**config.mk**
```make
export PLATFORM = sky130hd
export DESIGN_NAME = wlan_header_parser
export DESIGN_NICKNAME = d
export VERILOG_FILES = /design/src/rtl/whp_pkg.sv /design/src/rtl/whp_front.sv /design/src/rtl/whp_queue.sv /design/src/rtl/whp_back.sv /design/src/rtl/wlan_header_parser.sv
export SDC_FILE = /design/constraint.sdc
export NUM_CORES = 2
export LEC_CHECK = 0
export BUFFER_PORTS_ARGS = -buffer_cell sky130_fd_sc_hd__buf_2
export CAP_MARGIN = 20
export CORE_ASPECT_RATIO = 1.25
export CORE_MARGIN = 4
export CORE_UTILIZATION = 50
export DETAILED_ROUTE_END_ITERATION = 8
export PLACE_DENSITY_LB_ADDON = 0.25
export SYNTH_ARGS = -nofsm -noshare
export SYNTH_HDL_FRONTEND = slang
export SYNTH_SLANG_ARGS = --single-unit
```
**constraint.sdc**
```tcl
create_clock -name i_clk -period 24.8 [get_ports i_clk]
set_clock_uncertainty 0.05 [all_clocks]
set_input_delay 4.96 -clock i_clk [delete_from_list [all_inputs] [get_ports i_clk]]
set_output_delay 4.96 -clock i_clk [all_outputs]
set_load 0.1 [all_outputs]
```
**src/rtl/whp_pkg.sv**
```systemverilog
`timescale 1ns / 1ps
// ----------------------------------------------------------------------------
// whp_pkg
// Types and constants for the 802.11 MAC header parser: the frame record passed
// from the byte collector to the classifier, frame codes and header offsets.
// ----------------------------------------------------------------------------
package whp_pkg;

    localparam int unsigned HDR_BYTES = 40;

    typedef logic [HDR_BYTES-1:0][7:0] t_hdr;

    typedef struct packed {
        t_hdr        hdr;
        logic [15:0] len;
        logic [15:0] start;
    } t_frame_rec;

    localparam logic [2:0] CLS_UNDEF = 3'd0;
    localparam logic [2:0] CLS_IPV4  = 3'd1;
    localparam logic [2:0] CLS_ARP   = 3'd2;
    localparam logic [2:0] CLS_IPV6  = 3'd3;
    localparam logic [2:0] CLS_ERROR = 3'd4;

    localparam logic [1:0] TYPE_MGMT = 2'd0;
    localparam logic [1:0] TYPE_CTRL = 2'd1;
    localparam logic [1:0] TYPE_DATA = 2'd2;
    localparam logic [1:0] TYPE_RSVD = 2'd3;

    localparam logic [3:0] SUB_PROBE_REQ = 4'd4;
    localparam logic [3:0] SUB_DISASSOC  = 4'd10;
    localparam logic [3:0] SUB_AUTH      = 4'd11;
    localparam logic [3:0] SUB_DEAUTH    = 4'd12;

    localparam logic [3:0] SUB_BAR       = 4'd8;
    localparam logic [3:0] SUB_BA        = 4'd9;
    localparam logic [3:0] SUB_PS_POLL   = 4'd10;
    localparam logic [3:0] SUB_RTS       = 4'd11;
    localparam logic [3:0] SUB_CTS       = 4'd12;
    localparam logic [3:0] SUB_ACK       = 4'd13;
    localparam logic [3:0] SUB_CF_END    = 4'd14;
    localparam logic [3:0] SUB_CF_END_AK = 4'd15;

    localparam logic [3:0] SUB_DATA_RSVD = 4'd13;

    localparam int unsigned ADDR1_OFF = 4;
    localparam int unsigned ADDR2_OFF = 10;
    localparam int unsigned ADDR3_OFF = 16;
    localparam int unsigned ADDR4_OFF = 24;

    localparam logic [15:0] MIN_FRAME_LEN = 16'd12;
    localparam logic [15:0] MIN_HDR_LEN   = 16'd24;

    localparam logic [7:0] HLEN_3ADDR   = 8'd24;
    localparam logic [7:0] HLEN_4ADDR   = 8'd30;
    localparam logic [7:0] HLEN_QOS     = 8'd2;
    localparam logic [7:0] HLEN_MGMT    = 8'd24;
    localparam logic [7:0] HLEN_MGMT_LG = 8'd32;
    localparam logic [7:0] HLEN_CTL_TA  = 8'd16;
    localparam logic [7:0] HLEN_CTL_RA  = 8'd10;
    localparam logic [7:0] HLEN_BAR     = 8'd20;
    localparam logic [7:0] HLEN_BA      = 8'd148;
    localparam logic [7:0] HLEN_SNAP    = 8'd8;

    localparam logic [7:0] DATA_OFF_A = 8'd24;
    localparam logic [7:0] DATA_OFF_B = 8'd26;
    localparam logic [7:0] DATA_OFF_C = 8'd30;
    localparam logic [7:0] DATA_OFF_D = 8'd32;

    localparam logic [7:0]  LLC_SAP  = 8'hAA;
    localparam logic [7:0]  LLC_CTRL = 8'h03;

    localparam logic [15:0] ETH_IPV4 = 16'h0800;
    localparam logic [15:0] ETH_ARP  = 16'h0806;
    localparam logic [15:0] ETH_IPV6 = 16'h86DD;

    function automatic logic [47:0] mac_at(input t_hdr h, input int unsigned off);
        logic [47:0] v;
        v = '0;
        for (int k = 0; k < 6; k++) begin
            v = {v[39:0], h[off + k]};
        end
        return v;
    endfunction

endpackage

```
**src/rtl/whp_front.sv**
```systemverilog
`timescale 1ns / 1ps
// ----------------------------------------------------------------------------
// whp_front
// Byte collector. Counts the bytes of a frame, keeps the leading header bytes
// and, on the last byte, hands a complete frame record to the queue.
// ----------------------------------------------------------------------------
module whp_front (
    input  logic               i_clk,
    input  logic               i_rst_n,
    input  logic               i_valid,
    input  logic [7:0]         i_data_byte,
    input  logic               i_last_byte,
    input  logic [15:0]        i_header_start,
    input  logic               i_full,
    output logic               o_stall,
    output logic               o_push,
    output whp_pkg::t_frame_rec o_rec
);
    import whp_pkg::*;

    logic [7:0]  r_hdr [HDR_BYTES];
    logic [15:0] r_count;
    logic [15:0] n_count;
    logic [15:0] r_start;
    logic        accept;
    logic [15:0] len;

    assign o_stall = i_full;
    assign accept  = i_valid && !i_full;
    assign o_push  = accept && i_last_byte;
    assign len     = (r_count == 16'hFFFF) ? r_count : r_count + 16'd1;
    assign n_count = i_last_byte ? 16'd0 : len;

    always_ff @(posedge i_clk) begin
        if (!i_rst_n) begin
            r_count <= '0;
            r_start <= '0;
        end else if (accept) begin
            r_count <= n_count;
            if (r_count == 16'd0) begin
                r_start <= i_header_start;
            end
        end
    end

    always_ff @(posedge i_clk) begin
        for (int i = 0; i < HDR_BYTES; i++) begin
            if (accept && r_count == 16'(i)) begin
                r_hdr[i] <= i_data_byte;
            end
        end
    end

    always_comb begin
        o_rec.len   = len;
        o_rec.start = (r_count == 16'd0) ? i_header_start : r_start;
        for (int i = 0; i < HDR_BYTES; i++) begin
            if (16'(i) >= len) begin
                o_rec.hdr[i] = 8'h00;
            end else if (16'(i) == r_count) begin
                o_rec.hdr[i] = i_data_byte;
            end else begin
                o_rec.hdr[i] = r_hdr[i];
            end
        end
    end

endmodule

```
**src/rtl/whp_queue.sv**
```systemverilog
`timescale 1ns / 1ps
// ----------------------------------------------------------------------------
// whp_queue
// Two-entry frame record queue between the byte collector and the classifier.
// ----------------------------------------------------------------------------
module whp_queue (
    input  logic                i_clk,
    input  logic                i_rst_n,
    input  logic                i_push,
    input  whp_pkg::t_frame_rec i_rec,
    input  logic                i_pop,
    output logic                o_full,
    output logic                o_head_valid,
    output whp_pkg::t_frame_rec o_head
);
    import whp_pkg::*;

    t_frame_rec r_mem [2];
    logic       r_wr_ptr;
    logic       r_rd_ptr;
    logic [1:0] r_count;

    assign o_full       = (r_count == 2'd2);
    assign o_head_valid = (r_count != 2'd0);
    assign o_head       = r_mem[r_rd_ptr];

    always_ff @(posedge i_clk) begin
        if (!i_rst_n) begin
            r_wr_ptr <= 1'b0;
            r_rd_ptr <= 1'b0;
            r_count  <= '0;
        end else begin
            if (i_push) begin
                r_wr_ptr <= !r_wr_ptr;
            end
            if (i_pop) begin
                r_rd_ptr <= !r_rd_ptr;
            end
            r_count <= r_count + {1'b0, i_push} - {1'b0, i_pop};
        end
    end

    always_ff @(posedge i_clk) begin
        if (i_push) begin
            r_mem[r_wr_ptr] <= i_rec;
        end
    end

`ifndef SYNTH
    a_no_overflow: assert property (@(posedge i_clk) disable iff (!i_rst_n)
        !(i_push && o_full))
        else $error("Frame record pushed into a full queue.");

    a_no_underflow: assert property (@(posedge i_clk) disable iff (!i_rst_n)
        i_pop |-> o_head_valid)
        else $error("Frame record popped from an empty queue.");

    a_count_max: assert property (@(posedge i_clk) disable iff (!i_rst_n)
        r_count <= 2'd2)
        else $error("Queue holds more records than it has entries.");
`endif

endmodule

```
**src/rtl/whp_back.sv**
```systemverilog
`timescale 1ns / 1ps
// ----------------------------------------------------------------------------
// whp_back
// Frame classifier. Decodes the header of one frame record, selects the
// addresses, works out the header length and class, and holds the result in
// the output register until the receiver takes it.
// ----------------------------------------------------------------------------
module whp_back (
    input  logic                i_clk,
    input  logic                i_rst_n,
    input  logic                i_rec_valid,
    input  whp_pkg::t_frame_rec i_rec,
    output logic                o_pop,
    input  logic                i_stall,
    output logic                o_valid,
    output logic [2:0]          o_frame_class,
    output logic [1:0]          o_frame_type,
    output logic [3:0]          o_frame_subtype,
    output logic [47:0]         o_dst_addr,
    output logic [47:0]         o_src_addr,
    output logic [47:0]         o_bssid_addr,
    output logic [16:0]         o_body_start,
    output logic [15:0]         o_body_size
);
    import whp_pkg::*;

    logic        r_valid;
    logic [2:0]  r_cls;
    logic [1:0]  r_type;
    logic [3:0]  r_sub;
    logic [47:0] r_dst;
    logic [47:0] r_src;
    logic [47:0] r_bssid;
    logic [16:0] r_pstart;
    logic [15:0] r_psize;

    logic [2:0]  n_cls;
    logic [1:0]  n_type;
    logic [3:0]  n_sub;
    logic [47:0] n_dst;
    logic [47:0] n_src;
    logic [47:0] n_bssid;
    logic [16:0] n_pstart;
    logic [15:0] n_psize;

    logic        load;

    always_comb begin
        t_hdr        h;
        logic [15:0] len;
        logic        tods;
        logic        fromds;
        logic [7:0]  offt;
        logic        err;
        logic        fixed;
        logic [7:0][7:0] win;
        logic [15:0] ethertype;

        h      = i_rec.hdr;
        len    = i_rec.len;
        n_type = h[0][3:2];
        n_sub  = h[0][7:4];
        tods   = h[1][0];
        fromds = h[1][1];
        offt   = '0;
        err    = 1'b0;
        fixed  = 1'b0;
        n_cls  = CLS_UNDEF;
        n_dst  = '0;
        n_src  = '0;
        n_bssid = '0;
        n_pstart = '0;
        n_psize  = '0;
        win      = '0;
        ethertype = '0;

        if (len < MIN_FRAME_LEN) begin
            err = 1'b1;
        end else begin
            unique case (n_type)
                TYPE_MGMT: begin
                    if (len < MIN_HDR_LEN) begin
                        err = 1'b1;
                    end else if (n_sub == SUB_PROBE_REQ) begin
                        n_dst   = mac_at(h, ADDR2_OFF);
                        n_src   = mac_at(h, ADDR2_OFF);
                        n_bssid = mac_at(h, ADDR2_OFF);
                        offt    = HLEN_MGMT;
                    end else begin
                        n_dst   = mac_at(h, ADDR1_OFF);
                        n_src   = mac_at(h, ADDR2_OFF);
                        n_bssid = mac_at(h, ADDR3_OFF);
                        offt    = (n_sub == SUB_DISASSOC || n_sub == SUB_AUTH ||
                                   n_sub == SUB_DEAUTH) ? HLEN_MGMT : HLEN_MGMT_LG;
                    end
                end
                TYPE_CTRL: begin
                    priority if (n_sub == SUB_PS_POLL || n_sub == SUB_RTS ||
                                 n_sub == SUB_CF_END || n_sub == SUB_CF_END_AK) begin
                        n_dst = mac_at(h, ADDR1_OFF);
                        n_src = mac_at(h, ADDR2_OFF);
                        offt  = HLEN_CTL_TA;
                    end else if (n_sub == SUB_CTS || n_sub == SUB_ACK) begin
                        n_dst = mac_at(h, ADDR1_OFF);
                        offt  = HLEN_CTL_RA;
                    end else if (n_sub == SUB_BAR) begin
                        n_dst = mac_at(h, ADDR1_OFF);
                        n_src = mac_at(h, ADDR2_OFF);
                        offt  = HLEN_BAR;
                    end else if (n_sub == SUB_BA) begin
                        n_dst = mac_at(h, ADDR1_OFF);
                        n_src = mac_at(h, ADDR2_OFF);
                        offt  = HLEN_BA;
                    end else begin
                        offt = '0;
                    end
                end
                TYPE_DATA: begin
                    if (len < MIN_HDR_LEN) begin
                        err = 1'b1;
                    end else begin
                        if (n_sub[3] && n_sub != SUB_DATA_RSVD) begin
                            offt = HLEN_QOS;
                        end
                        unique case ({tods, fromds})
                            2'b00: begin
                                n_dst   = mac_at(h, ADDR1_OFF);
                                n_src   = mac_at(h, ADDR2_OFF);
                                n_bssid = mac_at(h, ADDR3_OFF);
                                offt    = offt + HLEN_3ADDR;
                            end
                            2'b01: begin
                                n_dst   = mac_at(h, ADDR1_OFF);
                                n_bssid = mac_at(h, ADDR2_OFF);
                                n_src   = mac_at(h, ADDR3_OFF);
                                offt    = offt + HLEN_3ADDR;
                            end
                            2'b10: begin
                                n_bssid = mac_at(h, ADDR1_OFF);
                                n_src   = mac_at(h, ADDR2_OFF);
                                n_dst   = mac_at(h, ADDR3_OFF);
                                offt    = offt + HLEN_3ADDR;
                            end
                            default: begin
                                if (len < 16'(offt) + 16'(HLEN_4ADDR)) begin
                                    err = 1'b1;
                                end else begin
                                    n_bssid = mac_at(h, ADDR2_OFF);
                                    n_dst   = mac_at(h, ADDR1_OFF);
                                    n_src   = mac_at(h, ADDR4_OFF);
                                    offt    = offt + HLEN_4ADDR;
                                end
                            end
                        endcase

                        unique case (offt)
                            DATA_OFF_A: for (int k = 0; k < 8; k++) win[k] = h[24 + k];
                            DATA_OFF_B: for (int k = 0; k < 8; k++) win[k] = h[26 + k];
                            DATA_OFF_C: for (int k = 0; k < 8; k++) win[k] = h[30 + k];
                            DATA_OFF_D: for (int k = 0; k < 8; k++) win[k] = h[32 + k];
                            default:    win = '0;
                        endcase
                        ethertype = {win[6], win[7]};

                        if (!err) begin
                            if (n_sub[2]) begin
                                n_pstart = 17'(i_rec.start) + 17'(offt);
                                n_psize  = '0;
                                fixed    = 1'b1;
                            end else if (16'(offt) + 16'(HLEN_SNAP) > len) begin
                                err = 1'b1;
                            end else if (win[0] != LLC_SAP || win[1] != LLC_SAP ||
                                         win[2] != LLC_CTRL) begin
                                n_pstart = 17'(i_rec.start) + 17'(offt);
                                n_psize  = len - 16'(offt);
                                fixed    = 1'b1;
                            end else begin
                                offt = offt + HLEN_SNAP;
                                priority if (ethertype == ETH_IPV4) begin
                                    n_cls = CLS_IPV4;
                                end else if (ethertype == ETH_ARP) begin
                                    n_cls = CLS_ARP;
                                end else if (ethertype == ETH_IPV6) begin
                                    n_cls = CLS_IPV6;
                                end else begin
                                    n_cls = CLS_UNDEF;
                                end
                            end
                        end
                    end
                end
                TYPE_RSVD: begin
                    err = 1'b1;
                end
                default: begin
                    err = 1'b1;
                end
            endcase
        end

        if (!err && !fixed) begin
            if (16'(offt) > len) begin
                err = 1'b1;
            end else begin
                n_pstart = 17'(i_rec.start) + 17'(offt);
                n_psize  = len - 16'(offt);
            end
        end

        if (err) begin
            n_cls    = CLS_ERROR;
            n_dst    = '0;
            n_src    = '0;
            n_bssid  = '0;
            n_pstart = '0;
            n_psize  = '0;
        end
    end

    assign load  = i_rec_valid && (!r_valid || !i_stall);
    assign o_pop = load;

    always_ff @(posedge i_clk) begin
        if (!i_rst_n) begin
            r_valid <= 1'b0;
        end else if (load) begin
            r_valid <= 1'b1;
        end else if (!i_stall) begin
            r_valid <= 1'b0;
        end
    end

    always_ff @(posedge i_clk) begin
        if (load) begin
            r_cls    <= n_cls;
            r_type   <= n_type;
            r_sub    <= n_sub;
            r_dst    <= n_dst;
            r_src    <= n_src;
            r_bssid  <= n_bssid;
            r_pstart <= n_pstart;
            r_psize  <= n_psize;
        end
    end

    assign o_valid         = r_valid;
    assign o_frame_class   = r_cls;
    assign o_frame_type    = r_type;
    assign o_frame_subtype = r_sub;
    assign o_dst_addr      = r_dst;
    assign o_src_addr      = r_src;
    assign o_bssid_addr    = r_bssid;
    assign o_body_start    = r_pstart;
    assign o_body_size     = r_psize;

`ifndef SYNTH
    a_err_zero: assert property (@(posedge i_clk) disable iff (!i_rst_n)
        (r_valid && r_cls == CLS_ERROR) |->
        (r_dst == '0 && r_src == '0 && r_bssid == '0 && r_pstart == '0 && r_psize == '0))
        else $error("Error result carries nonzero address or payload fields.");

    a_cls_data: assert property (@(posedge i_clk) disable iff (!i_rst_n)
        (r_valid && (r_cls == CLS_IPV4 || r_cls == CLS_ARP || r_cls == CLS_IPV6)) |->
        (r_type == TYPE_DATA))
        else $error("Protocol class given to a frame that is not a data frame.");

    a_hold_stalled: assert property (@(posedge i_clk) disable iff (!i_rst_n)
        (r_valid && i_stall) |=>
        (r_valid && $stable({r_cls, r_type, r_sub, r_dst, r_src, r_bssid,
                             r_pstart, r_psize})))
        else $error("Stalled result transfer changed before it was taken.");
`endif

endmodule

```
**src/rtl/wlan_header_parser.sv**
```systemverilog
`timescale 1ns / 1ps
// ----------------------------------------------------------------------------
// wlan_header_parser
// 802.11 MAC header parser: classifies a frame from its header bytes and gives
// its addresses, payload position and payload size.
// ----------------------------------------------------------------------------
// Usage:
// The input channel carries one frame byte per transfer, MAC header first, with
// i_last_byte marking the final byte; i_header_start is sampled on the first
// byte of each frame. The output channel carries one result per frame.
// A transfer takes place on a rising edge with valid high and stall low.
// Throughput is one byte per cycle while o_stall is low; frames of any length,
// down to a single byte, may follow each other with no gap.
// The record of a frame enters the queue on the edge that transfers its last
// byte, and the output register, which presents the result, on a later edge,
// once the record heads the queue and the output register is free.
// A two-entry queue sits between the byte collector and the classifier. While
// the receiver stalls, bytes keep being taken until the queue holds two
// finished frames, after which o_stall is raised until the receiver drains.
// Reset clears the byte count, the queue and the output valid; no result is
// pending after reset, and the next byte starts a new frame.
// ----------------------------------------------------------------------------
module wlan_header_parser (
    input  logic        i_clk,
    input  logic        i_rst_n,
    input  logic        i_valid,
    output logic        o_stall,
    input  logic [7:0]  i_data_byte,
    input  logic        i_last_byte,
    input  logic [15:0] i_header_start,
    output logic        o_valid,
    input  logic        i_stall,
    output logic [2:0]  o_frame_class,
    output logic [1:0]  o_frame_type,
    output logic [3:0]  o_frame_subtype,
    output logic [47:0] o_dst_addr,
    output logic [47:0] o_src_addr,
    output logic [47:0] o_bssid_addr,
    output logic [16:0] o_body_start,
    output logic [15:0] o_body_size
);
    import whp_pkg::*;

    logic       push;
    logic       pop;
    logic       full;
    logic       head_valid;
    t_frame_rec push_rec;
    t_frame_rec head_rec;

    whp_front u_front (
        .i_clk          (i_clk),
        .i_rst_n        (i_rst_n),
        .i_valid        (i_valid),
        .i_data_byte    (i_data_byte),
        .i_last_byte    (i_last_byte),
        .i_header_start (i_header_start),
        .i_full         (full),
        .o_stall        (o_stall),
        .o_push         (push),
        .o_rec          (push_rec)
    );

    whp_queue u_queue (
        .i_clk        (i_clk),
        .i_rst_n      (i_rst_n),
        .i_push       (push),
        .i_rec        (push_rec),
        .i_pop        (pop),
        .o_full       (full),
        .o_head_valid (head_valid),
        .o_head       (head_rec)
    );

    whp_back u_back (
        .i_clk           (i_clk),
        .i_rst_n         (i_rst_n),
        .i_rec_valid     (head_valid),
        .i_rec           (head_rec),
        .o_pop           (pop),
        .i_stall         (i_stall),
        .o_valid         (o_valid),
        .o_frame_class   (o_frame_class),
        .o_frame_type    (o_frame_type),
        .o_frame_subtype (o_frame_subtype),
        .o_dst_addr      (o_dst_addr),
        .o_src_addr      (o_src_addr),
        .o_bssid_addr    (o_bssid_addr),
        .o_body_start    (o_body_start),
        .o_body_size     (o_body_size)
    );

endmodule
```
==> out/results.ini <==
[worst_setup_path]
slowest_delay_ns=0.79
path_class=reg -> reg
critPathSlowestCell=buf_4
critPathArrivalTime_ns=10.29
crit_path_end_kind=flop
r2r_cells=29
crit_path_start_kind=flop
regToRegSetupSlack_ns=14.87
r2r-end=u_back.o_bssid_addr[25]
crit_fanout=87
required_ns=25.16

[placed_design]
dpl.hpwl_um=101000
port_buffers=216
gp_congestion=0.927
pre_cts_ws_ns=15.05

[floorplanning]
ioPinCount=217
dieHeight_um=366
fp.dieW_um=294
die_area_mm2=0.108
start_util_pct=50.3
core-area_mm2=0.102
num_rows=131

[detailed_routing]
vias=35851
drcViolationCount=0
drt_pass1_iterations=9
dr.first_iter.drc_count=4263
avgRoutedWirePerCell_um=25.8
postRouteAntennaNets=0
routed_via_density=6.11
wirelength_um=152000

[pwr]
leakage_nw=19.6
ir_drop_uv=95.5
p_per_area_mw_per_mm2=119

[timing]
worstMarginPinSlew_ns=1.16
min_period_over_period_pct=40.0
drv_slew=0
final.setup.tns_ns=0
setup_viol=0
rsz0062_at_grt=false
slew_headroom_pct=20.6
final-hold-violation-count=0
final.min_clock_period_ns=9.93
setup_slack_ns=14.87
fmax_mhz=101

[global_route]
grt_pass1_wl_um=222000
grt_max_degree=88
antenna_found_initial=6
grt_pass1_vias=33785
grtUsageTotal_pct=27.6
grt_overflow=0

[synthesis]
mappedNetlistArea_mm2=0.0512
ys_ff_latch=1104
syn_avg_cell_area_um2=11.9
syn_inst=4305
synth_cell_types=95
synth-async-reset-ratio_pct=0
synth_nets=4379
yosysWarnings=0
synth_ff_type=edfxtp_1
ys_seq_area_share_pct=64.0
synth-edff-count=1066

[clock_network]
cts_root_buf=clkbuf_16
htree_levels=3
cts_buffers=106
clock_path_buffers=3
numClockSinks=1104
cts.hold.buffers_added=0
cts-resized-gates=0
clk_pin_slew_ns=0.07
post_cts_buffers=0
cts_tree=yes
worstSkewPairLatency_ns=0.71

[finish]
multi_input_area_mm2=0.0172
final_common_cell=edfxtp_1
fillers=8360
nets=4517
regArea_mm2=0.0328
layout_common_cells=edfxtp_1 (1066), nand2_1 (773), nor2_1 (369)
syn_to_final_growth_pct=11.5
drive_above_1_share_pct=14.1

[run]
cap_violations=0

[hold_path]
hold_path_class=reg -> reg
min_path_cells=2
hold_end=u_front.r_start[8]
hold_start=u_front.r_start[8]

[run_status]
status=finished clean

-- state kept, by name (all words and copies together), names as in the netlist, 4 cells and up, named ones only --
signal / flops
u_back.o_body_size: 16
u_back.o_body_start: 17
u_back.o_bssid_addr: 48
u_back.o_dst_addr: 48
u_back.o_frame_subtype: 4
u_back.o_src_addr: 48
u_front.r_count: 16
u_front.r_hdr: 272
u_front.r_start: 16
u_queue.r_mem: 608
-- layer usage --
| layer | vias to the layer above | part of all wire (%) | global-route usage (%) |
|---|---|---|---|
| met1 | 17566 | 40 | 37.6 |
| met3 | 245 | 8.8 | 4.32 |
| met2 | 1784 | 47 | 45.0 |
| met4 | 2 | 3.6 | 10.3 |
| li1 | 16254 | - | - |
| met5 | - | 0.0079 | 0 |
-- worst max-delay path by stage --
stage	to	slack, ns
finish	u_back.o_bssid_addr[25]	14.87
global route	u_back.o_bssid_addr[25]	14.32
CTS	u_back.o_bssid_addr[25]	14.92
detailed placement	u_back.o_bssid_addr[25]	15.05
global placement	u_back.o_src_addr[24]	15.11
floorplan	u_queue.r_wr_ptr	5.69
-- layout make-up --
type                       count  area share (%)
sequential                  1104            57.4
timing repair buffer         297            2.99
tap                         1330            2.92
inverter                      40           0.263
antenna                        4          0.0175
multi-input combinational   2894            30.1
clock buffer                 126            4.85
clock inverter                73            1.41
-- critical path: cells and delay by family, from the launching register on --
kind,cells,cell delay (ns)
DFF,1,0.52
AOI/OAI and AO/OA,12,2.68
adders and majority gates,4,1.36
and+or+nand+nor,8,2.48
buffers and inverters,5,2.38
-- cells in the mapped netlist, drive strengths merged (41+ instances only) --
master / n / area [um2]
a21oi: 381 / 2050
clkbuf: 166 / 623
nor2: 376 / 1420
a31oi: 47 / 294
o211ai: 101 / 763
nor3: 74 / 385
o21ai: 148 / 763
nand3: 109 / 546
mux2i: 254 / 2540
nand2: 775 / 2910
mux2: 97 / 1090
ha: 41 / 513
buf: 101 / 597
edfxtp: 1066 / 32000
-- per-stage QoR --
step	utilization [%]	total power (W)	hold slack [ns]	std cells	area, um2
after floorplan	-	0.00457	0.394	4305	51200
after global placement	52.5	0.00512	0.402	5657	53400
after detailed placement	52.5	0.00513	0.410	5658	53400
after CTS	56.0	0.00678	0.418	5857	57000
after global routing	56.1	0.00702	0.436	5864	57100
final	56.1	0.00677	0.414	5868	57100
-- power by group --
part           switching (W)  total [W]  internal (W)
logic                0.00213    0.00270      0.000570
registers          0.0000877    0.00242       0.00233
clock network       0.000715    0.00165      0.000939
total                0.00293    0.00677       0.00384
-- kinds of logic after synthesis --
family	synth area share, %
AND/OR/NAND/NOR	13.1
adder cells (fa/ha/maj)	1.16
buffers and inverters	2.68
multiplexers	7.10
AO/OA/AOI/OAI	11.2
flip-flops	64.0
XOR/XNOR	0.735
No activity file was read; power rests on OpenSTA's default activity.
